File: src/sv/flfr_pkg.sv
// Shared constants and types for the fixed-length frame receiver.
package flfr_pkg;

  localparam int FRAME_LEN = 16;
  localparam int CNT_W     = $clog2(FRAME_LEN);
  localparam int PADDR_W   = 3;

  localparam logic REG_HEADER  = 1'b0;
  localparam logic REG_TRAILER = 1'b1;

  localparam logic KIND_BYTE    = 1'b0;
  localparam logic KIND_RELEASE = 1'b1;

  typedef logic [CNT_W-1:0] idx_t;

endpackage

File: src/sv/fixed_length_frame_receiver_top.sv
// Fixed-length frame receiver: header/trailer check, frame store, replay.
// in_ready stays high while no replay runs. A release of a held frame moves
// the control state to replay, which starts reads; each byte passes the read
// register and then the output register to out_valid, one byte per cycle as
// out_ready allows. in_ready is low while the store is read.
// rst_n (synchronous) clears count, hold, control state and both word registers.
module fixed_length_frame_receiver_top
  import flfr_pkg::*;
(
  input  logic               clk,
  input  logic               rst_n,
  input  logic               in_valid,
  output logic               in_ready,
  input  logic               in_kind,
  input  logic [7:0]         in_rx_byte,
  output logic               out_valid,
  input  logic               out_ready,
  output logic [7:0]         out_frame_byte,
  output logic               out_last,
  input  logic               psel,
  input  logic               penable,
  input  logic               pwrite,
  input  logic [PADDR_W-1:0] paddr,
  input  logic [31:0]        pwdata,
  output logic [31:0]        prdata,
  output logic               pready
);

  typedef enum logic {ST_IDLE, ST_REPLAY} state_t;

  state_t      state_r, state_nxt;
  logic [15:0] header_r, trailer_r;
  idx_t        byte_count_r, byte_count_nxt;
  logic        frame_held_r, frame_held_nxt;
  logic [7:0]  trail_hi_r, trail_hi_nxt;
  idx_t        rd_idx_r, rd_idx_nxt;
  logic        rdv_r, rdv_nxt;
  logic        rd_last_r;
  logic [7:0]  rd_data_r;
  logic        out_valid_r, out_valid_nxt;
  logic [7:0]  out_frame_byte_r;
  logic        out_last_r;

  logic [7:0]  frame_mem [FRAME_LEN];

  logic        in_xfer, cfg_wr, move, rd_en, wr_en;
  idx_t        wr_addr;

  assign pready    = 1'b1;
  assign cfg_wr    = psel && penable && pwrite;
  assign prdata    = (paddr[2] == REG_TRAILER) ? {16'd0, trailer_r} : {16'd0, header_r};

  assign in_ready  = (state_r == ST_IDLE);
  assign in_xfer   = in_valid && in_ready;
  assign move      = rdv_r && (!out_valid_r || out_ready);
  assign rd_en     = (state_r == ST_REPLAY) && (!rdv_r || move);

  assign out_valid      = out_valid_r;
  assign out_frame_byte = out_frame_byte_r;
  assign out_last       = out_last_r;

  always_comb begin
    state_nxt      = state_r;
    byte_count_nxt = byte_count_r;
    frame_held_nxt = frame_held_r;
    trail_hi_nxt   = trail_hi_r;
    rd_idx_nxt     = rd_idx_r;
    wr_en          = 1'b0;
    wr_addr        = byte_count_r;
    if (in_xfer) begin
      if (in_kind == KIND_RELEASE) begin
        if (frame_held_r) begin
          frame_held_nxt = 1'b0;
          rd_idx_nxt     = '0;
          state_nxt      = ST_REPLAY;
        end
      end else if (!frame_held_r) begin
        if (byte_count_r == idx_t'(0)) begin
          if (in_rx_byte == header_r[15:8]) begin
            wr_en          = 1'b1;
            byte_count_nxt = idx_t'(1);
          end
        end else if (byte_count_r == idx_t'(1)) begin
          if (in_rx_byte == header_r[7:0]) begin
            wr_en          = 1'b1;
            byte_count_nxt = idx_t'(2);
          end
        end else begin
          wr_en = 1'b1;
          if (byte_count_r == idx_t'(FRAME_LEN - 2)) begin
            trail_hi_nxt = in_rx_byte;
          end
          if (byte_count_r == idx_t'(FRAME_LEN - 1)) begin
            byte_count_nxt = '0;
            frame_held_nxt = (trail_hi_r == trailer_r[15:8]) &&
                             (in_rx_byte == trailer_r[7:0]);
          end else begin
            byte_count_nxt = byte_count_r + idx_t'(1);
          end
        end
      end
    end
    if (rd_en) begin
      rd_idx_nxt = rd_idx_r + idx_t'(1);
      if (rd_idx_r == idx_t'(FRAME_LEN - 1)) begin
        state_nxt = ST_IDLE;
      end
    end
    rdv_nxt = rd_en || (rdv_r && !move);
    if (move) begin
      out_valid_nxt = 1'b1;
    end else if (out_ready) begin
      out_valid_nxt = 1'b0;
    end else begin
      out_valid_nxt = out_valid_r;
    end
  end

  always_ff @(posedge clk) begin
    if (!rst_n) begin
      state_r      <= ST_IDLE;
      header_r     <= '0;
      trailer_r    <= '0;
      byte_count_r <= '0;
      frame_held_r <= 1'b0;
      rdv_r        <= 1'b0;
      out_valid_r  <= 1'b0;
    end else begin
      state_r      <= state_nxt;
      byte_count_r <= byte_count_nxt;
      frame_held_r <= frame_held_nxt;
      rdv_r        <= rdv_nxt;
      out_valid_r  <= out_valid_nxt;
      if (cfg_wr) begin
        case (paddr[2])
          REG_HEADER:  header_r  <= pwdata[15:0];
          REG_TRAILER: trailer_r <= pwdata[15:0];
          default:     header_r  <= header_r;
        endcase
      end
    end
    trail_hi_r <= trail_hi_nxt;
    rd_idx_r   <= rd_idx_nxt;
    if (move) begin
      out_frame_byte_r <= rd_data_r;
      out_last_r       <= rd_last_r;
    end
  end

  // frame store: one write port, one registered read port
  always_ff @(posedge clk) begin
    if (wr_en) begin
      frame_mem[wr_addr] <= in_rx_byte;
    end
    if (rd_en) begin
      rd_data_r <= frame_mem[rd_idx_r];
      rd_last_r <= (rd_idx_r == idx_t'(FRAME_LEN - 1));
    end
  end

`ifndef SYNTHESIS
  a_no_rw_overlap: assert property (@(posedge clk) disable iff (!rst_n)
    !(rd_en && wr_en))
    else $error("frame store read and write in same cycle");

  a_held_count_zero: assert property (@(posedge clk) disable iff (!rst_n)
    frame_held_r |-> (byte_count_r == '0))
    else $error("frame held with partial count");

  a_replay_not_held: assert property (@(posedge clk) disable iff (!rst_n)
    (state_r == ST_REPLAY) |-> !frame_held_r)
    else $error("hold still set during replay");

  a_last_ends_replay: assert property (@(posedge clk) disable iff (!rst_n)
    (rd_en && rd_idx_r == idx_t'(FRAME_LEN - 1)) |=> (state_r == ST_IDLE))
    else $error("replay did not end after last read");
`endif

endmodule
File: config.mk
export PLATFORM = sky130hd
export DESIGN_NAME = fixed_length_frame_receiver_top
export DESIGN_NICKNAME = d
export VERILOG_FILES = /design/src/sv/flfr_pkg.sv /design/src/sv/fixed_length_frame_receiver_top.sv
export SDC_FILE = /design/constraint.sdc
export NUM_CORES = 1
export LEC_CHECK = 0
export BUFFER_PORTS_ARGS = -buffer_cell sky130_fd_sc_hd__buf_2
export CAP_MARGIN = 5
export CELL_PAD_IN_SITES_DETAIL_PLACEMENT = 1
export CELL_PAD_IN_SITES_GLOBAL_PLACEMENT = 1
export CORE_UTILIZATION = 35
export CTS_BUF_LIST = sky130_fd_sc_hd__clkbuf_16
export DETAILED_ROUTE_END_ITERATION = 7
export PLACE_DENSITY = 0.62
export SETUP_SLACK_MARGIN = 0.15
export SLEW_MARGIN = 20
export SYNTH_ARGS = -nofsm -noshare
export SYNTH_HDL_FRONTEND = slang
export SYNTH_SLANG_ARGS = --single-unit
File: constraint.sdc
create_clock -name clk -period 4.8 [get_ports clk]
set_input_delay 0.24 -clock clk [delete_from_list [all_inputs] [get_ports clk]]
set_output_delay 0.24 -clock clk [all_outputs]
set_load 0.03 [all_outputs]
# == After elaboration in Yosys (flattened, before gate mapping) ==
# Memory sizes are Yosys's and may differ from the RTL's. A register that Yosys moved wholly into a read port is not among the register bits.
# Index checks and enable logic that the tools add are counted.
# totals
romBits,0
word_cells,85
memories,1
regBits,62
inputBits,51
latchBits,0
ram_bits,128
# op_classes
eq_ne,10
order_cmp,0
div_mod_pow,0
n_reduce_logical,23
shift,0
add_sub_neg,2
muxes,31
mul,0
n_bitwise,6
# memory_table
memory,depth,width,read_ports,rd_ports_with_merged_regs,wr,line_no,text
frame_mem,16,8,1,1,1,fixed_length_frame_receiver_top.sv:44,logic [7:0] frame_mem [FRAME_LEN];
# op_table
operator,count
$mux 4,9
$eq 8x8->1,4
$mux 1,21
$mux 16,1
$eq 4x4->1 const B,3
$add 4x1->4 const B,2
$reduce_bool 2->1,4
$logic_and 1x1->1,7
$not 1->1,6
$reduce_and 6->1,1
$reduce_and 5->1,1
$eq 4x1->1 const B,1
$logic_not 4->1,1
$reduce_and 2->1,2
$logic_not 1->1,3
$logic_or 1x1->1,3
$ne 3x2->1 const B,1
$reduce_and 3->1,1
$ne 2x1->1 const B,1

# == Depth between registers and ports, before layout ==
# Gate-level depths: netlist of run 1.
# depth
ltp_word,9
ltp_mapped,7
mapped_depth_nobuf,7

# == Least setup slack after synthesis of run 1 ==
# No wires, ideal clock.
# synth_path
path_type,register to register
startpoint,reg byte_count_r[0]
endpoint,mem frame_mem[1][0] (enable)
path_stages_with_launch,7
synth_period_minus_slack_ns,1.931
setup_slack_ns,2.869
required_time_ns,4.468
arrival_ns,1.599
path_buffers,0
cell_sequence,dfxtp_1 -> inv_1 -> ha_1 -> inv_1 -> and3_1 -> a211oi_2 -> and3_1
# synth_via
elab_chain_cells,8
word_cells_on_any_way,9
cone_classes,eq/ne: 1; mux: 7; reduce/logical: 1
# synth_rtl
element,line_no,text
from (decl),fixed_length_frame_receiver_top.sv:33,"idx_t byte_count_r, byte_count_nxt;"
from (signal assigned),fixed_length_frame_receiver_top.sv:130,byte_count_r <= byte_count_nxt;
$eq 4x1->1,fixed_length_frame_receiver_top.sv:83,end else if (byte_count_r == idx_t'(1)) begin
$mux 1,fixed_length_frame_receiver_top.sv:83,
$mux 1,fixed_length_frame_receiver_top.sv:78,if (byte_count_r == idx_t'(0)) begin
$mux 1,fixed_length_frame_receiver_top.sv:77,end else if (!frame_held_r) begin
$mux 1,fixed_length_frame_receiver_top.sv:71,if (in_kind == KIND_RELEASE) begin
$mux 1,fixed_length_frame_receiver_top.sv:70,if (in_xfer) begin
$mux 1,fixed_length_frame_receiver_top.sv:152,if (wr_en) begin
$mux 1 (not written as such),fixed_length_frame_receiver_top.sv:153,frame_mem[wr_addr] <= in_rx_byte;
to (decl),fixed_length_frame_receiver_top.sv:44,
# Several ways; a longest one is shown, not always the timed one.

==> results.json, run 1 <==
{
  "status": "completed",
  "cts_max_level": 4,
  "final_cells": 912,
  "finalClockSkew_ps": 11.3,
  "place_area_um2": 8890,
  "critPathKind": "flop to flop",
  "final_cell_area_um2": 9470,
  "ys_seq_area_share_pct": 66.3,
  "grt_max_degree": 44,
  "setup_viol": 0,
  "syn_inst": 524,
  "hold_class": "input pin to flop",
  "top_usage_layer": "met2",
  "worst_slack_ps": 1890,
  "post_cts_buffers": 0,
  "gp_congestion": 0.770,
  "post-place-ws_ps": 1840,
  "drtAntennaViolNets": 0,
  "cts_buffers": 17,
  "globalRouteOverflowTotal": 0,
  "dieArea_um2": 24500,
  "power.density_nw_per_um2": 355,
  "final_common_cell": "edfxtp_1",
  "cts_resized": 0,
  "synth.distinct_cells": 37,
  "ir_drop_v": 0.000189,
  "ys_ff_latch": 198,
  "drt-initial-drc-count": 269,
  "grt_use_total_pct": 15.8,
  "hpwl_um": 11800,
  "clockRootBuffer": "clkbuf_16",
  "slew-limit-headroom_pct": 32.5,
  "route.detailed.drc": 0,
  "via_per_inst": 4.89,
  "dr.pass1.iters": 4,
  "cts.sinks": 198,
  "setup_tns_ps": 0,
  "cap_violations": 0,
  "wl_per_cell_um": 20.0,
  "holdBufCountCts": 0,
  "vias": 4464,
  "fin_crit_ps": 2910,
  "antenna_cells": 0,
  "worstPathArrival_ps": 3080,
  "fp-row-count": 56,
  "worstSkewPairLatency_ps": 430,
  "use_met2_pct": 27.5,
  "yosys_warnings": 0,
  "most-common-layout-cells": "edfxtp_1 (158), nand2_1 (78), buf_2 (59)",
  "leakage_nw": 3.47,
  "rsz0062_at_grt": "no",
  "antenna_found_initial": 0,
  "synthToLayoutAreaGrowth_pct": 13.2,
  "clockBufferDepth": 2,
  "finalNetCount": 636,
  "initial_core_util_pct": 35.6,
  "drive_above_1_share_pct": 20.1,
  "die_w_um": 157,
  "io_pins": 95,
  "design.core.area_um2": 23500,
  "clk_pin_slew_ps": 80,
  "worstMarginPinSlew_ps": 1010,
  "fin_crit_sh_pct": 60.6,
  "dieHeight_um": 157,
  "first_global_vias": 4695,
  "synth_area_leader_cell": "edfxtp_1",
  "syn_area_um2": 8370,
  "critPathRequiredTime_ps": 4970,
  "syn_avg_cell_area_um2": 16.0,
  "grt.met3_usage_pct": 2.74,
  "fmax_ghz": 0.344,
  "critPathCaptureType": "flop",
  "synth.area.top_cells": "edfxtp_1 (57%), mux4_1 (10%), dfxtp_1 (9.6%)",
  "crit_fanout": 19,
  "timing.final.hold_violations": 0,
  "yosysTopAreaCellShare_pct": 56.7,
  "grt_pass1_wl_um": 27600,
  "cts_tree": "done",
  "drv_slew": 0,
  "port_buffers": 59,
  "wirelength_um": 18200,
  "dp_cells": 880,
  "timing.hold.ws_ps": 62.1,
  "use_met1_pct": 19.9,
  "startpoint_type": "flop"
}
## stage by stage
step                      utilization (%)  power (W)
after floorplan                         -    0.00196
after global placement               37.9    0.00201
after detailed placement             37.9    0.00201
after CTS                            40.3    0.00340
after global routing                 40.3    0.00346
final                                40.3    0.00336
## critical path: stages (launching register included)
cell and delay (ps):
edfxtp_1 1020, buf_4 450, mux4_1 680, mux4_2 480
## Yosys cell counts
cell type,instances
edfxtp_1,158
nand2_1,78
dfxtp_1,40
a21boi_0,33
mux4_1,32
xor2_1,29
buf_4,17
mux2_2,16
clkbuf_1,15
and3_1,12
and2_1,10
nor2_1,9
mux4_2,8
nor4_1,7
inv_1,6
a21oi_1,5
ha_1,5
nand3_1,5
o21ai_0,5
xnor2_1,5
nor2b_1,4
buf_2,3
buf_6,3
nand4_1,3
conb_1,2
mux2i_1,2
nor3_1,2
a211oi_2,1
a32o_1,1
buf_1,1
buf_8,1
nand2b_1,1
nor3b_1,1
nor4b_1,1
nor4bb_1,1
o211a_1,1
o21a_1,1
## registers in the layout, indices dropped and copies added (netlist names)
signal          count
state_r             1
out_last            1
header_r           16
out_valid           1
out_frame_byte      8
rdv_r               1
rd_last_r           1
trailer_r          16
byte_count_r        4
trail_hi_r          8
frame_mem         128
frame_held_r        1
rd_data_r           8
rd_idx_r            4
## cells by family (layout without fill, tap and decap cells)
logic type,count (synthesis),after routing,synth area share (%)
and+or+nand+nor,134,134,7.40
buffers and inverters,46,100,3.28
other,2,17,0.0898
muxes,58,58,14.6
DFF,198,198,66.3
xor gates and xnor gates,34,34,3.56
AOI/OAI and AO/OA,47,47,4.04
adders and majority gates,5,5,0.748
## metal layers
layer / vias to the layer above / part of all wire [%]
met5: - / 0
met4: 0 / 1.1
met3: 10 / 3.4
met2: 108 / 52
met1: 2270 / 44
li1: 2076 / -
## worst paths after layout
path	start	endpoint	slack (ps)	depth (start not counted)
setup / recovery	rd_idx_r[0]	rd_data_r[2]	1890	3
hold / removal	pwdata[1]	header_r[1]	60	3
setup reg to reg	rd_idx_r[0]	rd_data_r[2]	1890	3
hold reg to reg	rd_data_r[7]	out_frame_byte[7]	420	0
## where the power goes
group          internal [W]  switching, W  leakage, nW  total, W
registers           0.00185    0.00000545         1.73   0.00186
clock network      0.000753      0.000639        0.291   0.00139
logic             0.0000307     0.0000851         1.45  0.000116
total               0.00263      0.000729         3.47   0.00336
## cell type report
cell class	instances	area, um2
multi-input cells	295	2610
repair buffers	62	318
inverters	6	22.5
clock buffers	18	450
flip-flops and latches	198	5550
well taps	319	399
fillers	2385	14000
clock inverters	14	124
Power figures use the tool's default switching activity.
==> run 2: changes to the inputs <==
PLACE_DENSITY = 0.64   (was 0.62)
clock period = 2.5 ns   (was 4.8 ns; I/O delays follow)
==> results.json, run 2 (synthesized netlist as in run 1, its figures left out) <==
{
  "cts_buffers": 17,
  "critPathKind": "flop to flop",
  "fp-row-count": 56,
  "first_global_vias": 4847,
  "crit_fanout": 8,
  "drv_slew": 0,
  "clk_pin_slew_ps": 70,
  "design.core.area_um2": 23500,
  "dieHeight_um": 157,
  "top_usage_layer": "met2",
  "leakage_nw": 3.63,
  "critPathCaptureType": "flop",
  "clockBufferDepth": 2,
  "cp-endpoint": "frame_mem[2][0]",
  "most-common-layout-cells": "edfxtp_1 (158), nand2_1 (78), buf_2 (59)",
  "hp-start": "in_rx_byte[7]",
  "largest_register_ffs": 128,
  "use_met1_pct": 19.6,
  "grt_use_total_pct": 15.7,
  "worst-r2r-setup-slack_ps": 380,
  "route.detailed.drc": 0,
  "rr_endpoint": "frame_mem[2][0]",
  "globalRouteOverflowTotal": 0,
  "cap_violations": 0,
  "cts_max_level": 4,
  "startpoint_type": "flop",
  "hold_class": "input pin to flop",
  "grt_max_degree": 37,
  "grt_pass1_wl_um": 27900,
  "setup_viol": 0,
  "finalClockSkew_ps": 18.5,
  "worstSkewPairLatency_ps": 440,
  "crit_family": "simple AND/OR/NAND/NOR gates",
  "wirelength_um": 18100,
  "wl_per_cell_um": 19.2,
  "initial_core_util_pct": 35.6,
  "use_met2_pct": 27.2,
  "reg2reg_depth": 6,
  "crit_chain": "xor2_1 -> nor4_1 -> a21oi_1 -> a211oi_2 -> and3_1 -> buf_4",
  "critPathLaunch": "header_r[14]",
  "gp_congestion": 0.736,
  "worst-path-stages": 6,
  "fin_crit_ps": 2120,
  "via_per_inst": 4.86,
  "fmax_ghz": 0.471,
  "r2r-start": "header_r[14]",
  "status": "completed",
  "drive_above_1_share_pct": 21.5,
  "drt-initial-drc-count": 318,
  "critPathRequiredTime_ps": 2630,
  "die_w_um": 157,
  "worstPathBufferInverterCount": 1,
  "ir_drop_v": 0.000457,
  "drtAntennaViolNets": 0,
  "fin_util_pct": 41.8,
  "timing.final.hold_violations": 0,
  "rsz0062_at_grt": "no",
  "clockRootBuffer": "clkbuf_16",
  "dieArea_um2": 24500,
  "antenna_cells": 0,
  "cts.sinks": 198,
  "io_pins": 95,
  "cts_resized": 0,
  "antenna_found_initial": 0,
  "fillers": 2370,
  "vias": 4601,
  "grt.met3_usage_pct": 3.32,
  "finalNetCount": 670,
  "dr.pass1.iters": 4,
  "synthToLayoutAreaGrowth_pct": 17.2,
  "multiInputGateArea_um2": 2600,
  "worstPathArrival_ps": 2250,
  "reg_top3": "frame_mem: 128 flops, header_r: 16 flops, trailer_r: 16 flops",
  "hpwl_um": 12300,
  "setup_tns_ps": 0,
  "worstMarginPinSlew_ps": 754,
  "slowest_stage": "nor4_1",
  "regMostFlops": "frame_mem",
  "cts_tree": "done",
  "final_common_cell": "edfxtp_1",
  "port_buffers": 59,
  "power.density_nw_per_um2": 667,
  "seqCellArea_um2": 5550,
  "slew-limit-headroom_pct": 49.7,
  "fin_crit_sh_pct": 84.9,
  "cpPeakStageDelay_ps": 480
}
[run 2: where the power goes]
| part | internal (W) | switching (W) |
|---|---|---|
| registers | 0.00355 | 0.0000108 |
| logic | 0.0000836 | 0.000161 |
| clock network | 0.00136 | 0.00138 |
[run 2: how the worst min path moves through the flow]
stage,slack (ps),cells after the start,endpoint
after CTS,4,1,trail_hi_r[0]
final,9,1,trail_hi_r[7]
after global placement,390,3,trailer_r[4]
after floorplan,220,0,frame_mem[0][0]
after detailed placement,400,3,trailer_r[4]
after global routing,10,1,trail_hi_r[7]
[run 2: layout make-up]
cell class	count	area share, %
Multi-Input combinational cell	295	26.6
Clock buffer	17	4.34
Clock inverter	15	1.81
Inverter	6	0.230
Tap cell	319	4.07
Timing Repair Buffer	96	6.41
Sequential cell	198	56.6
[run 2: layer usage]
layer | routed length (um) | up-vias
li1 | - | 2142
met1 | 8100 | 2343
met2 | 9210 | 101
met3 | 558 | 15
met4 | 250 | 0
met5 | 0 | -
[run 2: stage by stage]
stage	instance area (um2)	setup slack (ps)	cells	hold WS, ps	total power, W
after floorplan	8420	569	539	224	0.00377
after detailed placement	9030	204	897	403	0.00386
after CTS	9790	333	945	4.40	0.00661
after global placement	9030	258	897	387	0.00385
final	9800	377	946	8.61	0.00654
after global routing	9800	186	946	11.6	0.00675
[run 2: repair_timing]
action | 4_1_cts | 5_1_grt
buffers inserted | 0 | 0
hold buffers | 16 | 1
endpoints found under the hold margin | 32 | 1
setup endpoints to repair | 0 | 0
[run 2: worst register-to-register path: stages (launching register included)]
cell and delay, ps:
dfxtp_1 330, xor2_1 160, nor4_1 480, a21oi_1 170, a211oi_2 280, and3_1 200
buf_4 200
==> run 3: changes to the inputs <==
ABC_AREA = 1   (was unset)
PLACE_DENSITY = 0.65   (was 0.64)
clock period = 2 ns   (was 2.5 ns; I/O delays follow)
==> results.json, run 3 <==
{
  "wl_per_cell_um": 18.1,
  "hpwl_um": 14800,
  "first_global_vias": 6240,
  "synthArstFlopShare_pct": 0,
  "initial_core_util_pct": 35.8,
  "finalClockSkew_ps": 13.1,
  "antenna_cells": 0,
  "worstSkewPairLatency_ps": 440,
  "die_w_um": 157,
  "dieHeight_um": 157,
  "most-common-layout-cells": "edfxtp_1 (158), nor2_1 (119), nand2_1 (92)",
  "syn_area_um2": 8420,
  "power.density_nw_per_um2": 793,
  "critPathCaptureType": "flop",
  "syn_avg_cell_area_um2": 11.1,
  "rsz0062_at_grt": "yes",
  "setup_viol": 0,
  "synth.area.top_cells": "edfxtp_1 (56%), dfxtp_1 (9.5%), nor2_1 (5.5%)",
  "slew-limit-headroom_pct": 59.8,
  "clockBufferDepth": 2,
  "critPathRequiredTime_ps": 2140,
  "synth_common_cells": "edfxtp_1 (158), nor2_1 (123), nand2_1 (92)",
  "critPathKind": "flop to flop",
  "cts_buffers": 17,
  "dieArea_um2": 24700,
  "cts_tree": "done",
  "antenna_found_initial": 0,
  "drtAntennaViolNets": 0,
  "ys_ff_latch": 198,
  "dr.pass1.iters": 4,
  "fin_crit_sh_pct": 90.9,
  "final_common_cell": "edfxtp_1",
  "cts.sinks": 198,
  "regMostFlops": "frame_mem",
  "gp_congestion": 0.761,
  "synth_area_leader_cell": "edfxtp_1",
  "grt_use_total_pct": 19.0,
  "drive_above_1_share_pct": 23.1,
  "crit_chain": "inv_1 -> ha_2 -> nand2_2 -> nor2_1 -> nand2_2 -> nand3_4 -> buf_12 -> nor3_4 -> buf_6",
  "ys_seq_area_share_pct": 65.9,
  "wirelength_um": 21800,
  "route.detailed.drc": 0,
  "drt-initial-drc-count": 317,
  "io_pins": 95,
  "synthMostInstantiatedCell": "edfxtp_1",
  "yosysTopAreaCellShare_pct": 56.4,
  "crit_fanout": 8,
  "ys.flop_type": "edfxtp_1",
  "cts_max_level": 4,
  "vias": 5905,
  "drv_slew": 0,
  "cpPeakStageDelay_ps": 360,
  "status": "completed",
  "clockRootBuffer": "clkbuf_16",
  "cap_violations": 0,
  "syn_inst": 760,
  "fmax_ghz": 0.550,
  "setup_tns_ps": 0,
  "worstMarginPinSlew_ps": 602,
  "clk_pin_slew_ps": 70,
  "via_per_inst": 4.90,
  "synth-edff-count": 158,
  "timing.final.hold_violations": 0,
  "grt_pass1_wl_um": 34300,
  "worstPathBufferInverterCount": 3,
  "largest_register_ffs": 128,
  "synthToLayoutAreaGrowth_pct": 24.0,
  "crit_top_cell": "nand2_2",
  "fin_crit_ps": 1820,
  "startpoint_type": "flop",
  "ir_drop_v": 0.000414,
  "grt_max_degree": 54,
  "slowest_stage": "dfxtp_2",
  "globalRouteOverflowTotal": 0,
  "reg_top3": "frame_mem: 128 flops, header_r: 16 flops, trailer_r: 16 flops",
  "crit_family": "simple AND/OR/NAND/NOR gates",
  "design.core.area_um2": 23500,
  "yosys_warnings": 0,
  "timing.hold.ws_ps": 26.8,
  "port_buffers": 59,
  "leakage_nw": 3.89,
  "hold_class": "input pin to flop",
  "synth.distinct_cells": 38,
  "finalNetCount": 928,
  "worstPathArrival_ps": 1960,
  "fp-row-count": 56
}
==> run 3: cell types whose count changed after synthesis, sizes merged, moves of 16 or more <==
cell    before  now
inv          6   53
mux4        40    0
xor2        29    5
mux2        16    0
o21ai        5   83
o32ai        0   16
a21boi      33    0
nor2         9  127
nand2       78   96
a21oi        5   25
nand3        5   25
==> run 3: cell families (layout without fill, tap and decap cells) <==
family,after synthesis,after routing,share of synthesized area (%)
other cells,2,17,0.0892
compound gates,149,149,10.4
flops,198,198,65.9
simple gates,273,273,13.8
xor+xnor,16,16,1.66
mux,13,13,1.55
buf+inv,104,214,5.89
fa+ha+maj,5,5,0.743
==> run 3: what timing repair did <==
item | 4_1_cts | 5_1_grt
hold buffers | 18 | 0
setup buffers | 0 | 2
setup endpoints to repair | 128 | 131
pin swaps | 0 | 5
gates resized for setup | 8 | 52
hold endpoints to repair | 34 | 0
gates cloned | 0 | 1
==> run 3: worst register-to-register path: stages, from the launching register on <==
cell and delay (ps):
dfxtp_2 360, inv_1 100, ha_2 210, nand2_2 90, nor2_1 60, nand2_2 90, nand3_4 110, buf_12 180
nor3_4 140, buf_6 180
==> run 3: final cells by class <==
cell class              count  area (um2)
clock buffers              17         425
clock inverters            15         161
fillers                  2583       13100
inverters                  54         208
multi-input cells         473        2660
flip-flops and latches    198        5560
well taps                 319         399
repair buffers            128        1020
==> run 3: path summary, 6_finish.rpt <==
check             startpoint                 to  slack, ps  cells past startpoint
max          byte_count_r[1]   frame_mem[11][1]        180                      9
min            in_rx_byte[1]      trail_hi_r[1]         30                      1
max reg2reg  byte_count_r[1]   frame_mem[11][1]        180                      9
min reg2reg     rd_data_r[6]  out_frame_byte[6]        420                      0
==> run 3: per-layer routing <==
layer  global-route usage (%)  part of all wire [%]  vias up
met1                     24.3                    46     2916
met4                     5.09                   1.2        0
li1                         -                     -     2861
met2                     33.0                    50      112
met5                        0                     0        -
met3                     3.47                   3.3       16
==> run 3: per-stage QoR <==
step                setup WS [ps]  cell area [um2]  total power, W  std cells  util [%]
floorplan                    73.1             8560         0.00477        775         -
global placement              129             9410         0.00492       1151      40.0
detailed placement            114             9410         0.00492       1151      40.0
CTS                           152            10200         0.00835       1201      43.3
global route                  108            10400         0.00856       1204      44.3
finish                        182            10400         0.00827       1204      44.3
==> run 3: report_power, final <==
group          internal (W)  switching [W]
Clock               0.00178        0.00163
Sequential          0.00445      0.0000188
Combinational      0.000128       0.000269
Total               0.00636        0.00192
